**config.mk**
```make
export PLATFORM = sky130hd
export DESIGN_NAME = indexed_list_engine_flat
export DESIGN_NICKNAME = d
export VERILOG_FILES = /design/src/rtl/core/ile_pkg.sv /design/src/rtl/core/ile_ifs.sv /design/src/rtl/core/ile_ram.sv /design/src/rtl/core/ile_seq.sv /design/src/rtl/core/indexed_list_engine.sv /design/src/flat_wrapper.sv
export SDC_FILE = /design/constraint.sdc
export NUM_CORES = 2
export LEC_CHECK = 0
export ABC_AREA = 0
export BUFFER_PORTS_ARGS = -buffer_cell sky130_fd_sc_hd__buf_2
export CAP_MARGIN = 20
export CORE_MARGIN = 2
export CORE_UTILIZATION = 25
export CTS_CLUSTER_SIZE = 25
export DETAILED_ROUTE_END_ITERATION = 8
export HOLD_SLACK_MARGIN = 0.06
export PLACE_DENSITY = 0.44
export SETUP_SLACK_MARGIN = 0.2
export SLEW_MARGIN = 40
export SYNTH_ARGS = -nofsm -noshare
export SYNTH_HDL_FRONTEND = slang
export SYNTH_HIERARCHICAL = 1
export SYNTH_SLANG_ARGS = --single-unit
```
**constraint.sdc**
```tcl
create_clock -name clk -period 6.15 [get_ports clk]
set_input_delay 0.3075 -clock clk [delete_from_list [all_inputs] [get_ports clk]]
set_output_delay 0.3075 -clock clk [all_outputs]
set_load 0.01 [all_outputs]
```
**src/rtl/core/ile_pkg.sv**
```systemverilog
// ----------------------------------------------------------------------------
// ile_pkg
// shared codes and word types of the indexed list engine
// ----------------------------------------------------------------------------
package ile_pkg;

  // command codes of the input word
  typedef enum logic [2:0] {
    CMD_GET    = 3'd0,
    CMD_HEAD   = 3'd1,
    CMD_TAIL   = 3'd2,
    CMD_INSERT = 3'd3,
    CMD_DELETE = 3'd4
  } cmd_t;

  // result status codes
  typedef enum logic [1:0] {
    ST_DONE    = 2'd0,
    ST_INVALID = 2'd1,
    ST_FULL    = 2'd2
  } status_t;

  // input word
  typedef struct packed {
    logic [2:0]         command;
    logic [7:0]         position;
    logic signed [31:0] value;
  } req_t;

  // result word
  typedef struct packed {
    logic signed [31:0] read_value;
    logic [1:0]         status;
    logic [6:0]         length;
  } res_t;

endpackage

```
**src/rtl/core/ile_ifs.sv**
```systemverilog
// ----------------------------------------------------------------------------
// ile_in_if / ile_out_if
// valid/ready channels for command words and result words
// ----------------------------------------------------------------------------
interface ile_in_if;
  logic               valid;
  logic               ready;
  logic [2:0]         command;
  logic [7:0]         position;
  logic signed [31:0] value;

  modport source (output valid, command, position, value, input ready);
  modport sink (input valid, command, position, value, output ready);
endinterface

interface ile_out_if;
  logic               valid;
  logic               ready;
  logic signed [31:0] read_value;
  logic [1:0]         status;
  logic [6:0]         length;

  modport source (output valid, read_value, status, length, input ready);
  modport sink (input valid, read_value, status, length, output ready);
endinterface

```
**src/rtl/core/ile_ram.sv**
```systemverilog
// ----------------------------------------------------------------------------
// ile_ram
// simple dual-port ram, one write and one registered read port
// ----------------------------------------------------------------------------
module ile_ram #(
  parameter int WIDTH = 8,
  parameter int DEPTH = 16,
  localparam int ADDR_W = $clog2(DEPTH)
) (
  input  logic              clk,
  input  logic              wr_en,
  input  logic [ADDR_W-1:0] wr_addr,
  input  logic [WIDTH-1:0]  wr_data,
  input  logic              rd_en,
  input  logic [ADDR_W-1:0] rd_addr,
  output logic [WIDTH-1:0]  rd_data
);

  logic [WIDTH-1:0] mem [DEPTH];

  // write port
  always_ff @(posedge clk) begin
    if (wr_en) begin
      mem[wr_addr] <= wr_data;
    end
  end

  // read port, data held until the next read
  always_ff @(posedge clk) begin
    if (rd_en) begin
      rd_data <= mem[rd_addr];
    end
  end

endmodule

```
**src/rtl/core/ile_seq.sv**
```systemverilog
// ----------------------------------------------------------------------------
// ile_seq
// command sequencer: walks the link memory and edits the list in place
// ----------------------------------------------------------------------------
module ile_seq #(
  parameter int CAPACITY   = 64,
  parameter int VALUE_BITS = 32
) (
  input  logic          clk,
  input  logic          rst_n,
  input  logic          req_valid,
  output logic          req_ready,
  input  ile_pkg::req_t req,
  output logic          res_valid,
  input  logic          res_ready,
  output ile_pkg::res_t res
);
  import ile_pkg::*;

  localparam int AW   = $clog2(CAPACITY);
  localparam int CW   = $clog2(CAPACITY + 1);
  localparam int CMPW = (CW > 8) ? CW : 8;

  typedef enum logic [3:0] {
    S_INIT, S_IDLE, S_EXEC, S_WALK, S_GETW, S_MID1, S_DEL0, S_DEL1,
    S_DEL2, S_DEL3, S_TAKE, S_TAKE2, S_RESP
  } state_t;

  typedef enum logic [2:0] {
    OP_GET, OP_HEAD, OP_TAIL, OP_MID, OP_DEL
  } op_t;

  state_t                state_r, state_nxt;
  op_t                   op_r, op_nxt;
  logic [AW-1:0]         init_r, init_nxt;
  logic [AW-1:0]         first_r, first_nxt;
  logic [AW-1:0]         last_r, last_nxt;
  logic [AW-1:0]         free_r, free_nxt;
  logic [CW-1:0]         count_r, count_nxt;
  logic                  pend_r, pend_nxt;
  logic [2:0]            cmd_r, cmd_nxt;
  logic [7:0]            pos_r, pos_nxt;
  logic [VALUE_BITS-1:0] word_r, word_nxt;
  logic [AW-1:0]         rem_r, rem_nxt;
  logic [AW-1:0]         node_r, node_nxt;
  logic [AW-1:0]         tgt_r, tgt_nxt;
  logic [AW-1:0]         lnk_r, lnk_nxt;
  logic [AW-1:0]         vic_r, vic_nxt;
  logic signed [31:0]    rv_r, rv_nxt;
  status_t               status_r, status_nxt;

  logic                  link_we, link_re;
  logic [AW-1:0]         link_waddr, link_wdata, link_raddr, link_rdata;
  logic                  val_we, val_re;
  logic [AW-1:0]         val_waddr, val_raddr;
  logic [VALUE_BITS-1:0] val_rdata;

  logic [AW-1:0]         node;
  logic [CMPW-1:0]       pos_w, cnt_w;
  logic                  full;
  logic [63:0]           in_ext, rd_ext;

  // link and value memories
  ile_ram #(.WIDTH(AW), .DEPTH(CAPACITY)) u_link_ram (
    .clk     (clk),
    .wr_en   (link_we),
    .wr_addr (link_waddr),
    .wr_data (link_wdata),
    .rd_en   (link_re),
    .rd_addr (link_raddr),
    .rd_data (link_rdata)
  );

  ile_ram #(.WIDTH(VALUE_BITS), .DEPTH(CAPACITY)) u_val_ram (
    .clk     (clk),
    .wr_en   (val_we),
    .wr_addr (val_waddr),
    .wr_data (word_r),
    .rd_en   (val_re),
    .rd_addr (val_raddr),
    .rd_data (val_rdata)
  );

  // current walk position: fresh link data while a read is in flight
  assign node  = pend_r ? link_rdata : node_r;
  assign pos_w = CMPW'(pos_r);
  assign cnt_w = CMPW'(count_r);
  assign full  = (count_r == CW'(CAPACITY));

  // word width conversion on store and load
  assign in_ext = 64'(signed'(req.value));
  assign rd_ext = 64'(signed'(val_rdata));

  assign res.read_value = rv_r;
  assign res.status     = status_r;
  assign res.length     = 7'(count_r);

  // next state and memory port control
  always_comb begin
    state_nxt  = state_r;
    op_nxt     = op_r;
    init_nxt   = init_r;
    first_nxt  = first_r;
    last_nxt   = last_r;
    free_nxt   = free_r;
    count_nxt  = count_r;
    pend_nxt   = pend_r;
    cmd_nxt    = cmd_r;
    pos_nxt    = pos_r;
    word_nxt   = word_r;
    rem_nxt    = rem_r;
    node_nxt   = node_r;
    tgt_nxt    = tgt_r;
    lnk_nxt    = lnk_r;
    vic_nxt    = vic_r;
    rv_nxt     = rv_r;
    status_nxt = status_r;
    link_we    = 1'b0;
    link_waddr = '0;
    link_wdata = '0;
    link_re    = 1'b0;
    link_raddr = '0;
    val_we     = 1'b0;
    val_waddr  = '0;
    val_re     = 1'b0;
    val_raddr  = '0;
    req_ready  = 1'b0;
    res_valid  = 1'b0;

    case (state_r)
      // chain every slot into the free list after reset
      S_INIT: begin
        link_we    = 1'b1;
        link_waddr = init_r;
        link_wdata = (init_r == AW'(CAPACITY - 1)) ? '0 : init_r + AW'(1);
        init_nxt   = init_r + AW'(1);
        if (init_r == AW'(CAPACITY - 1)) begin
          state_nxt = S_IDLE;
        end
      end

      S_IDLE: begin
        req_ready = 1'b1;
        if (req_valid) begin
          cmd_nxt   = req.command;
          pos_nxt   = req.position;
          word_nxt  = in_ext[VALUE_BITS-1:0];
          state_nxt = S_EXEC;
        end
      end

      // range and capacity checks, then pick the edit sequence
      S_EXEC: begin
        status_nxt = ST_DONE;
        rv_nxt     = '0;
        pend_nxt   = 1'b0;
        node_nxt   = first_r;
        state_nxt  = S_RESP;
        case (cmd_r)
          CMD_GET: begin
            if (pos_w < cnt_w) begin
              op_nxt    = OP_GET;
              rem_nxt   = AW'(pos_r);
              state_nxt = S_WALK;
            end else begin
              rv_nxt     = '1;
              status_nxt = ST_INVALID;
            end
          end
          CMD_HEAD, CMD_TAIL: begin
            if (full) begin
              status_nxt = ST_FULL;
            end else begin
              op_nxt     = (cmd_r == CMD_HEAD) ? OP_HEAD : OP_TAIL;
              link_re    = 1'b1;
              link_raddr = free_r;
              state_nxt  = S_TAKE;
            end
          end
          CMD_INSERT: begin
            if (pos_w > cnt_w) begin
              status_nxt = ST_INVALID;
            end else if (full) begin
              status_nxt = ST_FULL;
            end else if (pos_r == 8'd0 || pos_w == cnt_w) begin
              op_nxt     = (pos_r == 8'd0) ? OP_HEAD : OP_TAIL;
              link_re    = 1'b1;
              link_raddr = free_r;
              state_nxt  = S_TAKE;
            end else begin
              op_nxt    = OP_MID;
              rem_nxt   = AW'(pos_r - 8'd1);
              state_nxt = S_WALK;
            end
          end
          CMD_DELETE: begin
            if (pos_w >= cnt_w) begin
              status_nxt = ST_INVALID;
            end else if (pos_r == 8'd0) begin
              link_re    = 1'b1;
              link_raddr = first_r;
              state_nxt  = S_DEL0;
            end else begin
              op_nxt    = OP_DEL;
              rem_nxt   = AW'(pos_r - 8'd1);
              state_nxt = S_WALK;
            end
          end
          default: begin
            status_nxt = ST_INVALID;
          end
        endcase
      end

      // follow links, one link read per cycle
      S_WALK: begin
        if (rem_r != '0) begin
          link_re    = 1'b1;
          link_raddr = node;
          node_nxt   = node;
          pend_nxt   = 1'b1;
          rem_nxt    = rem_r - AW'(1);
        end else begin
          pend_nxt = 1'b0;
          tgt_nxt  = node;
          case (op_r)
            OP_GET: begin
              val_re    = 1'b1;
              val_raddr = node;
              state_nxt = S_GETW;
            end
            OP_MID: begin
              link_re    = 1'b1;
              link_raddr = node;
              state_nxt  = S_MID1;
            end
            OP_DEL: begin
              link_re    = 1'b1;
              link_raddr = node;
              state_nxt  = S_DEL1;
            end
            default: begin
              state_nxt = S_RESP;
            end
          endcase
        end
      end

      S_GETW: begin
        rv_nxt    = rd_ext[31:0];
        state_nxt = S_RESP;
      end

      // successor of the predecessor is in hand, now pop a free slot
      S_MID1: begin
        lnk_nxt    = link_rdata;
        link_re    = 1'b1;
        link_raddr = free_r;
        state_nxt  = S_TAKE;
      end

      // unlink the head element
      S_DEL0: begin
        vic_nxt   = first_r;
        first_nxt = link_rdata;
        if (count_r == CW'(1)) begin
          last_nxt = link_rdata;
        end
        state_nxt = S_DEL3;
      end

      // victim found behind the predecessor, fetch its successor
      S_DEL1: begin
        vic_nxt    = link_rdata;
        link_re    = 1'b1;
        link_raddr = link_rdata;
        state_nxt  = S_DEL2;
      end

      S_DEL2: begin
        link_we    = 1'b1;
        link_waddr = tgt_r;
        link_wdata = link_rdata;
        if (pos_w == cnt_w - CMPW'(1)) begin
          last_nxt = tgt_r;
        end
        state_nxt = S_DEL3;
      end

      // return the victim to the free list
      S_DEL3: begin
        link_we    = 1'b1;
        link_waddr = vic_r;
        link_wdata = free_r;
        free_nxt   = vic_r;
        count_nxt  = count_r - CW'(1);
        state_nxt  = S_RESP;
      end

      // pop the free slot, store the word and hook the slot in
      S_TAKE: begin
        free_nxt  = link_rdata;
        val_we    = 1'b1;
        val_waddr = free_r;
        vic_nxt   = free_r;
        count_nxt = count_r + CW'(1);
        state_nxt = S_RESP;
        case (op_r)
          OP_HEAD: begin
            link_we    = 1'b1;
            link_waddr = free_r;
            link_wdata = first_r;
            first_nxt  = free_r;
            if (count_r == '0) begin
              last_nxt = free_r;
            end
          end
          OP_TAIL: begin
            if (count_r == '0) begin
              first_nxt = free_r;
            end else begin
              link_we    = 1'b1;
              link_waddr = last_r;
              link_wdata = free_r;
            end
            last_nxt = free_r;
          end
          OP_MID: begin
            link_we    = 1'b1;
            link_waddr = free_r;
            link_wdata = lnk_r;
            state_nxt  = S_TAKE2;
          end
          default: begin
            count_nxt = count_r;
          end
        endcase
      end

      // point the predecessor at the new slot
      S_TAKE2: begin
        link_we    = 1'b1;
        link_waddr = tgt_r;
        link_wdata = vic_r;
        state_nxt  = S_RESP;
      end

      S_RESP: begin
        res_valid = 1'b1;
        if (res_ready) begin
          state_nxt = S_IDLE;
        end
      end

      default: begin
        state_nxt = S_IDLE;
      end
    endcase
  end

  // state and registered outputs
  always_ff @(posedge clk) begin
    op_r     <= op_nxt;
    cmd_r    <= cmd_nxt;
    pos_r    <= pos_nxt;
    word_r   <= word_nxt;
    rem_r    <= rem_nxt;
    node_r   <= node_nxt;
    tgt_r    <= tgt_nxt;
    lnk_r    <= lnk_nxt;
    vic_r    <= vic_nxt;
    rv_r     <= rv_nxt;
    status_r <= status_nxt;
    if (!rst_n) begin
      state_r <= S_INIT;
      init_r  <= '0;
      first_r <= '0;
      last_r  <= '0;
      free_r  <= '0;
      count_r <= '0;
      pend_r  <= 1'b0;
    end else begin
      state_r <= state_nxt;
      init_r  <= init_nxt;
      first_r <= first_nxt;
      last_r  <= last_nxt;
      free_r  <= free_nxt;
      count_r <= count_nxt;
      pend_r  <= pend_nxt;
    end
  end

endmodule

```
**src/rtl/core/indexed_list_engine.sv**
```systemverilog
// ----------------------------------------------------------------------------
// indexed_list_engine
// ordered list of signed words kept as a linked list in two memories
// ----------------------------------------------------------------------------
// The engine holds up to CAPACITY words in a value memory and a link memory,
// with unused slots on a free list, and runs one command word at a time: get,
// insert at head, append at tail, insert before a position, delete at a
// position. Each command returns one result word with the read value, a
// status and the length after the command. After reset the engine chains the
// link memory into the free list and takes no command word in that time. A
// get walks from the head to its position, and a middle insert or a delete
// past the head walks to the predecessor; an insert at position 0 or at the
// length runs as a head or tail insert and a delete at the head needs no walk.
// The walk reads the link memory once per cycle through its single read port.
// The result sits in an output register, so the next command word is taken
// while a result still waits for the sink; a second finished result holds the
// engine in its response state until that word leaves.
module indexed_list_engine #(
  parameter int CAPACITY   = 64,
  parameter int VALUE_BITS = 32
) (
  input  logic       clk,
  input  logic       rst_n,
  ile_in_if.sink     in_ch,
  ile_out_if.source  out_ch
);
  import ile_pkg::*;

  req_t req;
  res_t res;
  logic res_valid, res_ready;
  res_t out_data_r, out_data_nxt;
  logic out_valid_r, out_valid_nxt;

  assign req.command  = in_ch.command;
  assign req.position = in_ch.position;
  assign req.value    = in_ch.value;

  ile_seq #(.CAPACITY(CAPACITY), .VALUE_BITS(VALUE_BITS)) u_seq (
    .clk       (clk),
    .rst_n     (rst_n),
    .req_valid (in_ch.valid),
    .req_ready (in_ch.ready),
    .req       (req),
    .res_valid (res_valid),
    .res_ready (res_ready),
    .res       (res)
  );

  // output register, refilled as soon as the sink takes its word
  assign res_ready = !out_valid_r || out_ch.ready;

  always_comb begin
    out_valid_nxt = out_valid_r;
    out_data_nxt  = out_data_r;
    if (out_valid_r && out_ch.ready) begin
      out_valid_nxt = 1'b0;
    end
    if (res_valid && res_ready) begin
      out_valid_nxt = 1'b1;
      out_data_nxt  = res;
    end
  end

  always_ff @(posedge clk) begin
    out_data_r <= out_data_nxt;
    if (!rst_n) begin
      out_valid_r <= 1'b0;
    end else begin
      out_valid_r <= out_valid_nxt;
    end
  end

  assign out_ch.valid      = out_valid_r;
  assign out_ch.read_value = out_data_r.read_value;
  assign out_ch.status     = out_data_r.status;
  assign out_ch.length     = out_data_r.length;

endmodule

```
**src/flat_wrapper.sv**
```systemverilog
// flat-port wrapper written by rule: the top's interface ports become plain ports
module indexed_list_engine_flat import ile_pkg::*;
#(
  parameter int CAPACITY   = 64,
  parameter int VALUE_BITS = 32
)
  (clk, rst_n, in_ch_valid, in_ch_command, in_ch_position, in_ch_value, in_ch_ready, out_ch_valid, out_ch_read_value, out_ch_status, out_ch_length, out_ch_ready);
  ile_in_if in_ch_i ();
  ile_out_if out_ch_i ();
  input  logic clk;
  input  logic rst_n;
  input wire logic [$bits(in_ch_i.valid)-1:0] in_ch_valid;
  input wire logic [$bits(in_ch_i.command)-1:0] in_ch_command;
  input wire logic [$bits(in_ch_i.position)-1:0] in_ch_position;
  input wire logic [$bits(in_ch_i.value)-1:0] in_ch_value;
  output wire logic [$bits(in_ch_i.ready)-1:0] in_ch_ready;
  output wire logic [$bits(out_ch_i.valid)-1:0] out_ch_valid;
  output wire logic [$bits(out_ch_i.read_value)-1:0] out_ch_read_value;
  output wire logic [$bits(out_ch_i.status)-1:0] out_ch_status;
  output wire logic [$bits(out_ch_i.length)-1:0] out_ch_length;
  input wire logic [$bits(out_ch_i.ready)-1:0] out_ch_ready;
  assign in_ch_i.valid = in_ch_valid;
  assign in_ch_i.command = in_ch_command;
  assign in_ch_i.position = in_ch_position;
  assign in_ch_i.value = in_ch_value;
  assign in_ch_ready = in_ch_i.ready;
  assign out_ch_valid = out_ch_i.valid;
  assign out_ch_read_value = out_ch_i.read_value;
  assign out_ch_status = out_ch_i.status;
  assign out_ch_length = out_ch_i.length;
  assign out_ch_i.ready = out_ch_ready;
  indexed_list_engine #(.CAPACITY(CAPACITY), .VALUE_BITS(VALUE_BITS)) u_core (.clk(clk), .rst_n(rst_n), .in_ch(in_ch_i), .out_ch(out_ch_i));
endmodule
```
==> run summary <==
Status -> finished clean
CTS clk-pin slew, worst paths -> 60 ps
Initial antenna violation count -> 23
Core ar. -> 410000 sq um
Final critical-path required period -> 5580 ps
Setup Crit Path Kind -> flip-flop to flip-flop
Reg-to-reg setup timing slack -> 570 ps
Final Max Slew Viols -> 0
Largest net degree at the start of global routing -> 65
Non-filler cells, final -> 11000
Unrepaired setup endpoints after global routing -> no
Distinct cell type count after synthesis -> 73
Crit path capture type -> flip-flop
Number of cell rows -> 235
Slowest cell on crit path -> mux4_2
DRC errors left -> 0
Synth Area in Compound Gates -> 0.0268
Clock Tree Root -> clkbuf_16
Clk_lat worst skew -> 900 ps
Hold Path Depth -> 2
Main combinational cell family by area after synthesis -> multiplexers
Synth top area cells -> edfxtp_1 (76%), mux4_2 (14%), mux2i_1 (1.3%)
Pwr/cell area -> 306 nW/um^2
Synth Net Count -> 4919
Final setup TNS -> 0 ps
Multiplexer area fraction after synthesis -> 0.155
Seq cells post-synth -> 2658
Worst-path maximum fanout -> 27
CP peak stage delay -> 570 ps
R2R cell count -> 17
PortBufs -> 89
Avg Cell Area, Syn -> 21.2 sq um
DIE WIDTH -> 646 um
Pwr Total -> 37.5 mW
Slew @ Worst Pin -> 922 ps
Final hold violations -> 0
Share of cells above drive strength 1 -> 0.283
Top delay family on crit path -> simple AND/OR/NAND/NOR gates
Antenna Nets Post-Route -> 0
H-tree levels -> 5
Fin nets -> 5378
Dpl cell area -> 112000 sq um
Number of vias per cell -> 4.66
Share of flip-flops with an asynchronous set or reset -> 0
Synth Area in Adders -> 0.00182
Num CTS Buffers -> 297
Clock Skew -> 65.2 ps
Via count -> 51300
Slew HR -> 0.386
CP Launch Type -> flip-flop
Critical Path AT -> 6200 ps
Global-route wire length before repair -> 428000 um
Post-CTS Setup Bufs -> 0
IO Pins -> 90
Post-place setup slack -> 508 ps
Post-Syn Area -> 103000 sq um
Final worst-path cycle share -> 0.907
Maxcap violations -> 0
Post-synth top cells -> edfxtp_1 (2621), mux4_2 (647), nor2_1 (262)
Xor and xnor area share after synthesis -> 0.00280
CTS max path bufs -> 4
Seq/Total Area, Yosys -> 0.771
Hold Startpoint -> in_ch_command[1]
Gr ovfl total -> 0
Die area -> 417000 sq um
Prevailing post-synth register cell -> edfxtp_1
Type of the worst min-delay path -> input port to flip-flop
Setup Viol. Count Final -> 0
Initial DRC Count -> 5431
Routability Congestion -> 0.766
Overall routing resource usage -> 0.145
Reg-to-Reg Start -> u_core/u_seq/rem_r[0]
Hold Path Sink -> u_core/u_seq/cmd_r[1]
TritonCTS clock tree -> built
Area grow syn2layout -> 19.0%
Drt pass-1 iters -> 5
Yosys Warn Count -> 6
PnR worst setup slack -> 571 ps
Final wirelength -> 309000 um
Number of synthesized flops with an enable pin -> 2621
Mapped Cells -> 4857
Fmax -> 179 MHz
Most frequent cell after synthesis -> edfxtp_1
Chip Height -> 646 um
Peak VDD IR -> 0.217 mV
Synth top area share -> 0.764
Placed cells -> 10400
Routed length per instance -> 28.1 um
Sink Count -> 2658
Vias in the first global route -> 53000
Post-synth top area cell -> edfxtp_1
Starting density of the core -> 0.251
Critical Path, Cell by Cell -> inv_1 -> ha_1 -> or3b_1 -> or3_1 -> nor3_1 -> buf_4 -> nand3_1 -> buf_4 -> nor2_4 -> buf_8 -> buf_12 -> buf_12 -> buf_4 -> mux4_2 -> mux4_2 -> o22ai_1 -> nor2_1
Half-perimeter wire length after placement -> 186000 um
Crit path top cell by count -> buf_4
Req. time, crit path -> 6780 ps
Leak -> 36.7 nW
Finished Cell Area -> 123000 sq um
Synth Area in Simple Gates -> 0.0291
Reg-to-reg critical path endpoint -> u_core/u_seq/u_val_ram/rd_data[22]
WP buf/inv -> 7
per-layer routing:
| metal | vias to the layer above | part of all wire | GRT usage |
|---|---|---|---|
| met3 | 352 | 0.056 | 0.0226 |
| met5 | - | 0 | 0 |
| met2 | 1532 | 0.50 | 0.249 |
| li1 | 21300 | - | - |
| met1 | 28100 | 0.42 | 0.192 |
| met4 | 0 | 0.023 | 0.0326 |
through the flow:
stage / hold WS [ps] / utilization
3_3_place_gp: 407 / 0.273
5_1_grt: 97.5 / 0.299
6_report: 135 / 0.299
3_5_place_dp: 405 / 0.274
4_1_cts: 60.7 / 0.299
2_1_floorplan: 400 / -
cell type report:
cell class	instances	area, sq um
fillers	39800	288000
flip-flops and latches	2658	79400
multi-input cells	1897	22900
clock buffers	379	7970
well taps	5451	6820
repair buffers	432	3850
clock inverters	156	1560
inverters	30	114
diodes	4	10.0
flip-flops by register name, summed over array words and instances (netlist names), 7 cells and up:
name / cells
u_core/out_ch.length: 7
u_core/out_ch.read_value: 32
u_core/u_seq/count_r: 7
u_core/u_seq/pos_r: 8
u_core/u_seq/rv_r: 32
u_core/u_seq/u_link_ram/mem: 384
u_core/u_seq/u_val_ram/mem: 2048
u_core/u_seq/u_val_ram/rd_data: 32
u_core/u_seq/word_r: 32
cell usage in the layout (no fill, tap or decap), drive strengths merged, types with 15 or more instances in the layout:
cell type,instances
edfxtp,2621
mux4,647
buf,384
clkbuf,379
nor2,262
nand2,188
mux2i,132
a21oi,111
clkinv,110
o22ai,98
dlygate4sd3,48
inv,40
dfxtp,37
nand3,37
a22oi,35
o221ai,32
nor3,31
o21ai,26
bufinv,24
nor2b,21
nand2b,21
xnor2,20
a221o,16
and3,15
o211ai,15
ha,15
worst max path at each step:
stage                             from                            endpoint  slack (ps)  cells past startpoint
5_1_grt          u_core/u_seq/rem_r[0]  u_core/u_seq/u_val_ram/rd_data[22]         300                     16
4_1_cts          u_core/u_seq/rem_r[0]  u_core/u_seq/u_val_ram/rd_data[21]         490                     16
3_3_place_gp     u_core/u_seq/rem_r[0]   u_core/u_seq/u_val_ram/rd_data[0]          30                     15
2_1_floorplan  u_core/u_seq/state_r[3]   u_core/u_seq/u_val_ram/mem[48][0]        1670                      9
3_5_place_dp     u_core/u_seq/rem_r[0]  u_core/u_seq/u_val_ram/rd_data[21]         510                     16
6_report         u_core/u_seq/rem_r[0]  u_core/u_seq/u_val_ram/rd_data[22]         570                     17
timing repair:
item / 4_1_cts / 5_1_grt
setup endpoints to repair: 0 / 0
endpoints found under the hold margin: 75 / 0
gates resized for setup: 0 / 0
hold buffers: 48 / 0
power by group:
part | leakage [nW] | internal, mW | switching, mW
clock | 4.62 | 10.2 | 7.40
sequential | 24.0 | 19.7 | 0.00599
combinational | 8.11 | 0.0594 | 0.121
total | 36.7 | 30.0 | 7.53
logic make-up (layout without fill, tap and decap cells):
family / Yosys count / after routing
XOR/XNOR: 33 / 33
multiplexers: 784 / 784
AO/OA/AOI/OAI: 409 / 409
other: 0 / 4
adder cells (fa/ha/maj): 15 / 15
AND/OR/NAND/NOR: 656 / 656
buffers and inverters: 302 / 997
flip-flops: 2658 / 2658
No activity file was read; power rests on OpenSTA's default activity.
